File: src/hw/rtl/st_pkg.sv
// Types, constants and byte-class helpers shared by the source tokenizer.
package st_pkg;

  localparam int POSITION_WIDTH = 32;
  localparam int LENGTH_WIDTH   = 16;
  localparam int LINE_WIDTH     = 24;
  localparam int BYTE_WIDTH     = 8;
  localparam int PREFIX_WIDTH   = 4 * BYTE_WIDTH;

  localparam int FIFO_DEPTH = 4;
  localparam int FIFO_AW    = $clog2(FIFO_DEPTH);
  localparam int FIFO_CW    = $clog2(FIFO_DEPTH + 1);

  localparam logic [BYTE_WIDTH-1:0] CHAR_NUL    = 8'h00;
  localparam logic [BYTE_WIDTH-1:0] CHAR_LF     = 8'h0A;
  localparam logic [BYTE_WIDTH-1:0] CHAR_SLASH  = 8'h2F;
  localparam logic [BYTE_WIDTH-1:0] CHAR_STAR   = 8'h2A;
  localparam logic [BYTE_WIDTH-1:0] CHAR_SEMI   = 8'h3B;
  localparam logic [BYTE_WIDTH-1:0] CHAR_LPAREN = 8'h28;
  localparam logic [BYTE_WIDTH-1:0] CHAR_RPAREN = 8'h29;
  localparam logic [BYTE_WIDTH-1:0] CHAR_EQ     = 8'h3D;
  localparam logic [BYTE_WIDTH-1:0] CHAR_PLUS   = 8'h2B;
  localparam logic [BYTE_WIDTH-1:0] CHAR_MINUS  = 8'h2D;
  localparam logic [BYTE_WIDTH-1:0] CHAR_LBRACE = 8'h7B;
  localparam logic [BYTE_WIDTH-1:0] CHAR_RBRACE = 8'h7D;

  // keyword prefixes, first character in the low byte
  localparam logic [PREFIX_WIDTH-1:0] WORD_EXIT = 32'h7469_7865;
  localparam logic [PREFIX_WIDTH-1:0] WORD_LET  = 32'h0074_656C;
  localparam logic [PREFIX_WIDTH-1:0] WORD_IF   = 32'h0000_6669;
  localparam logic [PREFIX_WIDTH-1:0] WORD_ELIF = 32'h6669_6C65;
  localparam logic [PREFIX_WIDTH-1:0] WORD_ELSE = 32'h6573_6C65;

  typedef enum logic [2:0] {
    MODE_IDLE,
    MODE_IDENT,
    MODE_NUM,
    MODE_SLASH,
    MODE_LINE_COMMENT,
    MODE_BLOCK_COMMENT,
    MODE_BLOCK_STAR,
    MODE_ERROR
  } mode_t;

  typedef enum logic [4:0] {
    KIND_EXIT   = 5'd0,
    KIND_NUMBER = 5'd1,
    KIND_SEMI   = 5'd2,
    KIND_LPAREN = 5'd3,
    KIND_RPAREN = 5'd4,
    KIND_IDENT  = 5'd5,
    KIND_LET    = 5'd6,
    KIND_EQ     = 5'd7,
    KIND_PLUS   = 5'd8,
    KIND_STAR   = 5'd9,
    KIND_MINUS  = 5'd10,
    KIND_SLASH  = 5'd11,
    KIND_LBRACE = 5'd12,
    KIND_RBRACE = 5'd13,
    KIND_IF     = 5'd14,
    KIND_ELIF   = 5'd15,
    KIND_ELSE   = 5'd16,
    KIND_ERROR  = 5'd17
  } kind_t;

  typedef enum logic [1:0] {
    PREC_ADD  = 2'd0,
    PREC_MUL  = 2'd1,
    PREC_NONE = 2'd2
  } prec_t;

  typedef struct packed {
    kind_t                    kind;
    logic [LINE_WIDTH-1:0]     line;
    logic [POSITION_WIDTH-1:0] start;
    logic [LENGTH_WIDTH-1:0]   length;
    logic                      last;
  } token_t;

  function automatic logic is_space(input logic [BYTE_WIDTH-1:0] c);
    return (c == 8'd32) || (c >= 8'd9 && c <= 8'd13);
  endfunction

  function automatic logic is_alpha(input logic [BYTE_WIDTH-1:0] c);
    return (c >= 8'd65 && c <= 8'd90) || (c >= 8'd97 && c <= 8'd122);
  endfunction

  function automatic logic is_digit(input logic [BYTE_WIDTH-1:0] c);
    return c >= 8'd48 && c <= 8'd57;
  endfunction

  // single-character tokens; anything else is an error
  function automatic kind_t symbol_kind(input logic [BYTE_WIDTH-1:0] c);
    kind_t k;
    case (c)
      CHAR_SEMI:   k = KIND_SEMI;
      CHAR_LPAREN: k = KIND_LPAREN;
      CHAR_RPAREN: k = KIND_RPAREN;
      CHAR_EQ:     k = KIND_EQ;
      CHAR_PLUS:   k = KIND_PLUS;
      CHAR_STAR:   k = KIND_STAR;
      CHAR_MINUS:  k = KIND_MINUS;
      CHAR_LBRACE: k = KIND_LBRACE;
      CHAR_RBRACE: k = KIND_RBRACE;
      default:     k = KIND_ERROR;
    endcase
    return k;
  endfunction

  function automatic kind_t word_kind(input logic [PREFIX_WIDTH-1:0] prefix,
                                      input logic [LENGTH_WIDTH-1:0] len);
    kind_t k;
    k = KIND_IDENT;
    if (len == LENGTH_WIDTH'(4) && prefix == WORD_EXIT)      k = KIND_EXIT;
    else if (len == LENGTH_WIDTH'(3) && prefix == WORD_LET)  k = KIND_LET;
    else if (len == LENGTH_WIDTH'(2) && prefix == WORD_IF)   k = KIND_IF;
    else if (len == LENGTH_WIDTH'(4) && prefix == WORD_ELIF) k = KIND_ELIF;
    else if (len == LENGTH_WIDTH'(4) && prefix == WORD_ELSE) k = KIND_ELSE;
    return k;
  endfunction

  function automatic prec_t prec_of(input kind_t k);
    prec_t p;
    case (k)
      KIND_PLUS, KIND_MINUS: p = PREC_ADD;
      KIND_STAR, KIND_SLASH: p = PREC_MUL;
      default:               p = PREC_NONE;
    endcase
    return p;
  endfunction

endpackage

File: src/hw/rtl/source_tokenizer.sv
// Source tokenizer: byte-stream lexer with a small token output queue.
// The tokens a byte makes are written into the registered token queue when that byte is accepted.
// Throughput: one byte per cycle; one token per cycle is popped while m_tready is high, and
// s_tready drops while the four-entry token queue has fewer than two free entries.
// Two-token bytes never come back to back, so with m_tready high a byte is taken each cycle.
// Reset: synchronous; clears the queue, mode idle, position 0, line count 1.
module source_tokenizer (
  input  logic        clk,
  input  logic        rst,
  input  logic        s_tvalid,
  output logic        s_tready,
  input  logic [7:0]  s_tdata,   // [7:0] source_byte
  input  logic        s_tlast,   // end_of_source
  output logic        m_tvalid,
  input  logic        m_tready,
  output logic [79:0] m_tdata,   // [23:0] token_line, [55:24] token_start,
                                 // [71:56] token_length, [73:72] precedence_class, rest 0
  output logic [4:0]  m_tuser,   // [4:0] token_kind
  output logic        m_tlast    // last_of_run
);

  localparam int PW = st_pkg::POSITION_WIDTH;
  localparam int LW = st_pkg::LENGTH_WIDTH;
  localparam int NW = st_pkg::LINE_WIDTH;
  localparam int XW = st_pkg::PREFIX_WIDTH;
  localparam int BW = st_pkg::BYTE_WIDTH;

  st_pkg::mode_t   mode, mode_next;
  logic [XW-1:0]   prefix, prefix_next;
  logic [LW-1:0]   run_length, run_length_next;
  logic [PW-1:0]   run_start, run_start_next;
  logic [PW-1:0]   byte_position;
  logic [NW-1:0]   line_count;

  logic [BW-1:0]   c;
  logic            accept;
  logic            do_start;
  logic            newline;
  logic            extend;

  st_pkg::token_t  tok_b, tok_s, tok_f, tok0, tok1;
  logic            b_valid, s_valid, f_valid;
  logic [1:0]      n_tok;

  st_pkg::token_t              fifo [st_pkg::FIFO_DEPTH];
  logic [st_pkg::FIFO_AW-1:0]  wr_ptr, rd_ptr;
  logic [st_pkg::FIFO_CW-1:0]  count;
  logic                        pop;
  st_pkg::token_t              head;

  assign c      = s_tdata;
  assign accept = s_tvalid && s_tready;

  // mode transition and run tracking
  always_comb begin
    mode_next       = mode;
    prefix_next     = prefix;
    run_length_next = run_length;
    run_start_next  = run_start;
    do_start        = 1'b0;
    newline         = 1'b0;
    extend          = 1'b0;
    unique case (mode)
      st_pkg::MODE_IDLE: do_start = 1'b1;
      st_pkg::MODE_IDENT: begin
        if (st_pkg::is_alpha(c) || st_pkg::is_digit(c)) extend = 1'b1;
        else do_start = 1'b1;
      end
      st_pkg::MODE_NUM: begin
        if (st_pkg::is_digit(c)) extend = 1'b1;
        else do_start = 1'b1;
      end
      st_pkg::MODE_SLASH: begin
        if (c == st_pkg::CHAR_SLASH) mode_next = st_pkg::MODE_LINE_COMMENT;
        else if (c == st_pkg::CHAR_STAR) mode_next = st_pkg::MODE_BLOCK_COMMENT;
        else do_start = 1'b1;
      end
      st_pkg::MODE_LINE_COMMENT: begin
        if (c == st_pkg::CHAR_NUL) begin
          mode_next = st_pkg::MODE_ERROR;
        end else if (c == st_pkg::CHAR_LF) begin
          mode_next = st_pkg::MODE_IDLE;
          newline   = 1'b1;
        end
      end
      st_pkg::MODE_BLOCK_COMMENT, st_pkg::MODE_BLOCK_STAR: begin
        if (c == st_pkg::CHAR_NUL) mode_next = st_pkg::MODE_ERROR;
        else if (c == st_pkg::CHAR_STAR) mode_next = st_pkg::MODE_BLOCK_STAR;
        else if (c == st_pkg::CHAR_SLASH && mode == st_pkg::MODE_BLOCK_STAR)
          mode_next = st_pkg::MODE_IDLE;
        else mode_next = st_pkg::MODE_BLOCK_COMMENT;
      end
      st_pkg::MODE_ERROR: mode_next = st_pkg::MODE_ERROR;
    endcase

    if (extend) begin
      if (run_length < LW'(4))
        prefix_next = prefix | (XW'(c) << {run_length[1:0], 3'b000});
      if (run_length != {LW{1'b1}})
        run_length_next = run_length + LW'(1);
    end

    // byte handled from idle, possibly right after a pending token was closed
    if (do_start) begin
      mode_next = st_pkg::MODE_IDLE;
      if (st_pkg::is_space(c)) begin
        newline = (c == st_pkg::CHAR_LF);
      end else if (st_pkg::is_alpha(c) || st_pkg::is_digit(c)) begin
        mode_next       = st_pkg::is_alpha(c) ? st_pkg::MODE_IDENT : st_pkg::MODE_NUM;
        run_start_next  = byte_position;
        prefix_next     = XW'(c);
        run_length_next = LW'(1);
      end else if (c == st_pkg::CHAR_SLASH) begin
        mode_next      = st_pkg::MODE_SLASH;
        run_start_next = byte_position;
      end else if (st_pkg::symbol_kind(c) == st_pkg::KIND_ERROR) begin
        mode_next = st_pkg::MODE_ERROR;
      end
    end
  end

  // tokens made by this byte: closed run, symbol or error, end-of-source flush
  always_comb begin
    b_valid = do_start && (mode == st_pkg::MODE_IDENT || mode == st_pkg::MODE_NUM ||
                           mode == st_pkg::MODE_SLASH);
    s_valid = (do_start && !st_pkg::is_space(c) && !st_pkg::is_alpha(c) &&
               !st_pkg::is_digit(c) && c != st_pkg::CHAR_SLASH) ||
              (c == st_pkg::CHAR_NUL && (mode == st_pkg::MODE_LINE_COMMENT ||
               mode == st_pkg::MODE_BLOCK_COMMENT || mode == st_pkg::MODE_BLOCK_STAR));
    f_valid = s_tlast && (mode_next == st_pkg::MODE_IDENT ||
                          mode_next == st_pkg::MODE_NUM ||
                          mode_next == st_pkg::MODE_SLASH);

    tok_b.line   = line_count;
    tok_b.start  = run_start;
    tok_b.last   = 1'b0;
    tok_b.length = '0;
    if (mode == st_pkg::MODE_IDENT) begin
      tok_b.kind = st_pkg::word_kind(prefix, run_length);
      if (tok_b.kind == st_pkg::KIND_IDENT) tok_b.length = run_length;
    end else if (mode == st_pkg::MODE_NUM) begin
      tok_b.kind   = st_pkg::KIND_NUMBER;
      tok_b.length = run_length;
    end else begin
      tok_b.kind = st_pkg::KIND_SLASH;
    end

    tok_s.kind   = st_pkg::symbol_kind(c);
    tok_s.line   = line_count;
    tok_s.start  = byte_position;
    tok_s.length = '0;
    tok_s.last   = 1'b0;

    tok_f.line   = line_count;
    tok_f.start  = run_start_next;
    tok_f.last   = 1'b0;
    tok_f.length = '0;
    if (mode_next == st_pkg::MODE_IDENT) begin
      tok_f.kind = st_pkg::word_kind(prefix_next, run_length_next);
      if (tok_f.kind == st_pkg::KIND_IDENT) tok_f.length = run_length_next;
    end else if (mode_next == st_pkg::MODE_NUM) begin
      tok_f.kind   = st_pkg::KIND_NUMBER;
      tok_f.length = run_length_next;
    end else begin
      tok_f.kind = st_pkg::KIND_SLASH;
    end

    // a symbol leaves the mode idle or error, so s and f never both fire
    n_tok = 2'(b_valid) + 2'(s_valid) + 2'(f_valid);
    tok0  = b_valid ? tok_b : (s_valid ? tok_s : tok_f);
    tok1  = s_valid ? tok_s : tok_f;
    tok0.last = (n_tok == 2'd1);
    tok1.last = 1'b1;
  end

  always_ff @(posedge clk) begin
    if (rst) begin
      mode          <= st_pkg::MODE_IDLE;
      prefix        <= '0;
      run_length    <= '0;
      run_start     <= '0;
      byte_position <= '0;
      line_count    <= NW'(1);
    end else if (accept) begin
      if (s_tlast) begin
        mode          <= st_pkg::MODE_IDLE;
        prefix        <= '0;
        run_length    <= '0;
        run_start     <= '0;
        byte_position <= '0;
        line_count    <= NW'(1);
      end else begin
        mode       <= mode_next;
        prefix     <= prefix_next;
        run_length <= run_length_next;
        run_start  <= run_start_next;
        if (byte_position != {PW{1'b1}}) byte_position <= byte_position + PW'(1);
        if (newline && line_count != {NW{1'b1}}) line_count <= line_count + NW'(1);
      end
    end
  end

  // token queue
  assign pop      = m_tvalid && m_tready;
  assign s_tready = (count <= st_pkg::FIFO_CW'(st_pkg::FIFO_DEPTH - 2));
  assign m_tvalid = (count != '0);
  assign head     = fifo[rd_ptr];

  always_ff @(posedge clk) begin
    if (rst) begin
      wr_ptr <= '0;
      rd_ptr <= '0;
      count  <= '0;
    end else begin
      if (accept) wr_ptr <= wr_ptr + st_pkg::FIFO_AW'(n_tok);
      if (pop) rd_ptr <= rd_ptr + st_pkg::FIFO_AW'(1);
      count <= count + (accept ? st_pkg::FIFO_CW'(n_tok) : '0)
                     - st_pkg::FIFO_CW'(pop);
    end
  end

  always_ff @(posedge clk) begin
    if (accept && n_tok != 2'd0) fifo[wr_ptr] <= tok0;
    if (accept && n_tok == 2'd2) fifo[wr_ptr + st_pkg::FIFO_AW'(1)] <= tok1;
  end

  assign m_tuser = head.kind;
  assign m_tlast = head.last;
  assign m_tdata = {6'b0, st_pkg::prec_of(head.kind), head.length, head.start, head.line};

endmodule

File: config.mk
export PLATFORM = sky130hd
export DESIGN_NAME = source_tokenizer
export DESIGN_NICKNAME = d
export VERILOG_FILES = /design/src/hw/rtl/st_pkg.sv /design/src/hw/rtl/source_tokenizer.sv
export SDC_FILE = /design/constraint.sdc
export NUM_CORES = 1
export LEC_CHECK = 0
export BUFFER_PORTS_ARGS = -buffer_cell sky130_fd_sc_hd__buf_4
export CORE_ASPECT_RATIO = 0.9
export CORE_UTILIZATION = 40
export CTS_CLUSTER_DIAMETER = 100
export DETAILED_ROUTE_END_ITERATION = 16
export GPL_TIMING_DRIVEN = 0
export PLACE_DENSITY = 0.61
export REMOVE_ABC_BUFFERS = 1
export SETUP_SLACK_MARGIN = 0.4
export SYNTH_ARGS = -nofsm -noshare
export SYNTH_HDL_FRONTEND = slang
export SYNTH_SLANG_ARGS = --single-unit
File: constraint.sdc
create_clock -name clk -period 7.1 [get_ports clk]
set_input_delay 0.71 -clock clk [delete_from_list [all_inputs] [get_ports clk]]
set_output_delay 0.71 -clock clk [all_outputs]
set_load 0.01 [all_outputs]
==> results.json, run 1 <==
{
  "yosysTopAreaCellShare": 0.4082,
  "p_per_area_nw_per_um2": 297.8,
  "worstSetupStartpointType": "primary input",
  "drtAntennaViolNets": 0,
  "stdcell_count": 2763,
  "grt_pass1_vias": 16115,
  "vias_per_cell": 6.024,
  "synth_enable_flop_cells": 308,
  "syn_to_final_growth_pct": 13.85,
  "vias": 16643,
  "drv_slew": 0,
  "r2r_cells": 13,
  "drc": 0,
  "max_freq_mhz": 158.7,
  "ys_top_cells_by_area": "edfxtp_1, dfxtp_1, mux4_2, a22o_1, nor2_1",
  "coreArea_sq_um": 55810,
  "hold_violations": 0,
  "ys_seq_area_frac": 0.5426,
  "routed_wl_um": 62730,
  "synth_area_sq_um": 22660,
  "num_rows": 82,
  "drive_gt1_frac": 0.1610,
  "ir_drop_uv": 166.7,
  "ctsLongestPathBuffers": 3,
  "grt_overflow": 0,
  "grt_use_total": 0.2166,
  "synth_mux_area_frac": 0.07986,
  "netlist_instances": 1976,
  "grt_pass1_wl_um": 96370,
  "start_util": 0.4059,
  "fin_crit_ps": 6303,
  "whs_ps": 464.3,
  "cts_hold_buf": 0,
  "io_pins": 101,
  "async_flop_share": 0,
  "synthXorXnorAreaFrac": 0.02049,
  "finClkSkew_ps": 19.31,
  "leakage_nw": 8.166,
  "port_buffers": 94,
  "clk_latency_ps": 600,
  "worstPathMaxFanout": 39,
  "htreeDepth": 2,
  "die_h_um": 227.8,
  "postPlaceCellArea_sq_um": 24240,
  "grt_max_degree": 75,
  "synth.most_common_cell": "edfxtp_1",
  "synth_top_cell_by_area": "edfxtp_1",
  "clk_pin_slew_worst_paths_ps": 60,
  "dp_hpwl_um": 39420,
  "post-route-period-util": 0.8877,
  "worstMarginPinSlew_ps": 1409,
  "min_path_type": "flip-flop to flip-flop",
  "cp-end-kind": "flip-flop",
  "synth-seq-cells": 460,
  "yosys_warnings": 0,
  "finalSetupTns_ps": 0,
  "crit_arrival_ps": 6760,
  "synth_cell_types": 97,
  "nets": 1990,
  "outcome": "complete, no violations",
  "antenna_found_initial": 0,
  "synth_commonest_cells": "edfxtp_1, nor2_1, dfxtp_1",
  "synth_simple_gate_area_frac": 0.1484,
  "cts_sinks": 460,
  "min_path_cells": 1,
  "dieWidth_um": 252.9,
  "path_class": "primary input to flip-flop",
  "place_inst": 2672,
  "postLayoutCellArea_sq_um": 25790,
  "cts_buffers": 48,
  "synth_ff_type": "edfxtp_1",
  "synthAdderAreaFrac": 0.006738,
  "rsz0062_at_grt": "false",
  "place.gp.congestion": 0.9083,
  "finalSetupViolations": 0,
  "root_buffer": "clkbuf_16",
  "syn_area_per_cell_sq_um": 11.47,
  "drv_cap": 0,
  "dr.pass1.iters": 5,
  "post_cts_buffers": 0,
  "required_ps": 7560,
  "synth_compound_area_frac": 0.1650,
  "synth_top_family_by_area": "compound AO/OA/AOI/OAI gates",
  "first_iter_violations": 1386,
  "timing.slew.headroom": 0.06047,
  "die-area_sq_um": 57600,
  "cts_tree": "done",
  "wl_per_cell_um": 22.70
}
-- flip-flops by register name, summed over array words and instances (netlist names), named ones only --
name	flops
fifo	312
byte_position	32
prefix	32
run_start	32
line_count	24
run_length	16
count	3
mode	3
rd_ptr	2
wr_ptr	2
-- kinds of logic (layout without fill, tap and decap cells) --
family,Yosys count,count (layout)
flip-flops,460,460
AND/OR/NAND/NOR,650,650
adder cells (fa/ha/maj),11,11
other,1,7
XOR/XNOR,53,53
AO/OA/AOI/OAI,512,512
multiplexers,83,83
buffers and inverters,206,231
-- layout make-up --
| type | instances | area [sq um] |
|---|---|---|
| tap | 756 | 945.9 |
| clock buffer | 71 | 1373 |
| fill | 5113 | 30020 |
| inverter | 26 | 97.59 |
| antenna | 1 | 2.502 |
| multi-input combinational | 1315 | 9677 |
| sequential | 460 | 12300 |
| clock inverter | 19 | 172.7 |
| timing repair buffer | 115 | 1226 |
-- cells in the final DEF (no fill, tap or decap), drive strengths merged, types with 4 or more instances in the layout --
cell | Yosys | routed
and3 | 23 | 23
clkinv | 0 | 14
conb | 1 | 6
edfxtp | 308 | 308
nor3 | 33 | 33
inv | 26 | 28
ha | 9 | 9
xnor2 | 26 | 26
nor2b | 5 | 5
a31oi | 25 | 25
dfxtp | 152 | 152
or3 | 32 | 32
or2 | 11 | 11
a41oi | 15 | 15
o21a | 7 | 7
nand2 | 106 | 106
o21ai | 50 | 50
or4 | 12 | 12
o22ai | 65 | 65
nand2b | 15 | 15
nor2 | 195 | 195
a22o | 130 | 130
a21boi | 13 | 13
a22oi | 52 | 52
clkbuf | 140 | 71
o22a | 9 | 9
nand4 | 25 | 25
a32oi | 4 | 4
a21o | 6 | 6
nand3 | 46 | 46
mux4 | 78 | 78
a41o | 4 | 4
buf | 40 | 115
nor4 | 22 | 22
a21oi | 85 | 85
and2 | 103 | 103
o211a | 4 | 4
and4 | 5 | 5
xor2 | 27 | 27
-- critical path: stages --
cell and delay, ps:
buf_4 200, or3_4 440, o221ai_4 310, nand2_1 130
o31ai_1 800, o311a_1 390, a31oi_1 140, o211a_1 200
fa_1 740, o21ai_0 280, or3_2 850, nand2_4 690
o21a_4 600, a22o_1 220
-- power breakdown --
group | internal [W] | leakage [nW] | switching, W
registers | 0.00315 | 3.92 | 0.000132
logic | 0.000837 | 3.48 | 0.00108
clock network | 0.00142 | 0.763 | 0.00106
total | 0.00541 | 8.17 | 0.00228
-- stage by stage --
step	setup WS, ps	utilization	power (W)
detailed placement	-374.7	0.4343	0.005278
global placement	-3866	0.4226	0.005266
CTS	605.3	0.4620	0.007763
floorplan	-116.7	-	0.004362
global route	464.2	0.4621	0.007978
finish	797.2	0.4621	0.007682
-- worst paths after layout --
kind                    from           to  slack (ps)
setup / recovery  s_tdata[0]  fifo[0][39]         800
hold reg to reg   prefix[31]   prefix[31]         460
hold / removal    prefix[31]   prefix[31]         460
setup reg to reg     mode[0]  fifo[0][39]        1160
-- layer usage --
layer | vias up | wire (um) | GRT usage
met1 | 8357 | 27030 | 0.2947
met5 | - | 0 | 0
met2 | 621 | 29940 | 0.3516
met3 | 101 | 4270 | 0.03663
met4 | 0 | 1482 | 0.06894
li1 | 7564 | - | -
-- repair_timing --
| action | 4_1_cts | 5_1_grt |
|---|---|---|
| endpoints found under the setup margin | 32 | 32 |
| resized for setup | 1 | 1 |
| endpoints found under the hold margin | 0 | 0 |
| gates cloned | 0 | 0 |
Power figures use the tool's default switching activity.
==> run 2, diff against run 1 <==
--- a/config.mk
+++ b/config.mk
@@ -11,7 +11,7 @@
 export CTS_CLUSTER_DIAMETER = 100
 export DETAILED_ROUTE_END_ITERATION = 16
 export GPL_TIMING_DRIVEN = 0
-export PLACE_DENSITY = 0.61
+export PLACE_DENSITY_LB_ADDON = 0.05
 export REMOVE_ABC_BUFFERS = 1
 export SETUP_SLACK_MARGIN = 0.4
 export SYNTH_ARGS = -nofsm -noshare
==> results.json, run 2 (synthesis results as in run 1) <==
{
  "grt_use_total": 0.2283,
  "coreArea_sq_um": 55810,
  "dr.pass1.iters": 6,
  "finalSetupViolations": 0,
  "r2r_setup_slack_ps": 930,
  "largest_reg_flops": 312,
  "drv_slew": 0,
  "grt_overflow": 0,
  "drive_gt1_frac": 0.1623,
  "worstMarginPinSlew_ps": 1347,
  "drtAntennaViolNets": 0,
  "cts_tree": "done",
  "root_buffer": "clkbuf_16",
  "multiInputGateArea_sq_um": 9687,
  "final_util": 0.4642,
  "port_buffers": 94,
  "antenna_found_initial": 1,
  "regMostFlops": "fifo",
  "required_ps": 7560,
  "cp-end-kind": "flip-flop",
  "final_common_cell": "edfxtp_1",
  "die-area_sq_um": 57600,
  "ir_drop_uv": 158.4,
  "ctsLongestPathBuffers": 3,
  "nets": 1996,
  "hold_violations": 0,
  "post-route-period-util": 0.9018,
  "vias_per_cell": 5.956,
  "cts_buffers": 52,
  "r2r_cells": 14,
  "outcome": "complete, no violations",
  "die_h_um": 227.8,
  "worstSetupStartpointType": "primary input",
  "r2r_end": "fifo[0][33]",
  "layout_setup_ws_ps": 697.2,
  "mostFrequentLayoutCells": "edfxtp_1, nor2_1, dfxtp_1, a22o_1, nand2_1",
  "min_path_type": "flip-flop to flip-flop",
  "clk_latency_ps": 600,
  "worstHoldStart": "fifo[2][0]",
  "min_to": "fifo[2][0]",
  "dp_hpwl_um": 40870,
  "pre_cts_ws_ps": -860.9,
  "htreeDepth": 2,
  "syn_to_final_growth_pct": 14.36,
  "finClkSkew_ps": 10.83,
  "first_iter_violations": 1419,
  "num_rows": 82,
  "grt_max_degree": 75,
  "leakage_nw": 8.204,
  "rsz0062_at_grt": "false",
  "routed_wl_um": 66020,
  "drv_cap": 0,
  "start_util": 0.4059,
  "clk_pin_slew_worst_paths_ps": 60,
  "drc": 0,
  "r2r_start": "mode[2]",
  "dieWidth_um": 252.9,
  "stdcell_count": 2771,
  "io_pins": 101,
  "fin_crit_ps": 6403,
  "vias": 16503,
  "max_freq_mhz": 156.2,
  "cts_sinks": 460,
  "crit_arrival_ps": 6860,
  "place.gp.congestion": 0.8737,
  "grt_pass1_vias": 16158,
  "min_path_cells": 1,
  "wl_per_cell_um": 23.82,
  "p_per_area_nw_per_um2": 303.2,
  "diodes": 0,
  "place_inst": 2674,
  "worstPathMaxFanout": 59,
  "grt_pass1_wl_um": 100600,
  "path_class": "primary input to flip-flop",
  "cp-startpoint": "s_tdata[6]",
  "seq_area_sq_um": 12300,
  "timing.slew.headroom": 0.09992,
  "fillerInstances": 5187
}
==> run 2: cell types whose count changed in the layout (fill, tap and decap cells not counted), sizes merged <==
cell,previous run,this run
clkinv,14,15
diode,1,0
inv,28,27
clkbuf,71,76
clkinvlp,1,2
bufinv,2,3
buf,115,117
==> run 2: worst max path at each step <==
stage             endpoint  slack, ps  cells after the start
2_1_floorplan  fifo[0][17]       -120                     13
3_3_place_gp   fifo[0][42]      -4350                     13
3_5_place_dp   fifo[0][33]       -860                     15
4_1_cts        fifo[0][33]        580                     15
5_1_grt        fifo[0][33]        420                     17
6_report       fifo[0][33]        700                     15
==> run 2: routing by layer <==
metal,share of wire,GRT usage
met5,0,0
met4,0.026,0.07386
met3,0.067,0.03731
met2,0.45,0.3471
met1,0.46,0.3315
==> run 2: layout make-up <==
type	count	share of cell area
Clock buffer	76	0.05645
Clock inverter	21	0.007340
Inverter	26	0.003767
Multi-Input combinational cell	1315	0.3739
Sequential cell	460	0.4747
Tap cell	756	0.03651
Timing Repair Buffer	117	0.04733
==> run 2: repair_timing <==
item	CTS	global route
endpoints found under the setup margin	33	26
gates resized for setup	2	1
pin swaps	0	0
buffers inserted	0	0
hold buffers	0	0
==> run 2: where the power goes <==
group          total [W]  switching [W]  internal (W)
Clock            0.00265        0.00111       0.00154
Combinational    0.00195        0.00111      0.000838
Sequential       0.00326       0.000112       0.00315
Total            0.00785        0.00233       0.00552
==> run 2: critical path, cell delays in order <==
cell and delay, ps:
buf_4 190, nor4b_1 530, a41oi_1 290, nor2_1 230, o31ai_2 200, o21ai_1 630
inv_1 320, fa_1 840, o21ai_0 280, or3_2 880, nand2_8 510, buf_16 340
o21a_2 420, buf_12 250, a22o_1 170
==> run 2: metrics by stage <==
step	setup TNS, ps	area [sq um]	total power [W]	hold WS (ps)
after CTS	0	25900	0.007943	460.1
after floorplan	-3733	21940	0.004362	430.5
after global placement	-1795970	23590	0.005291	441.7
after global routing	0	25910	0.008177	472.9
after detailed placement	-34780	24240	0.005287	446.9
final	0	25910	0.007855	464.2
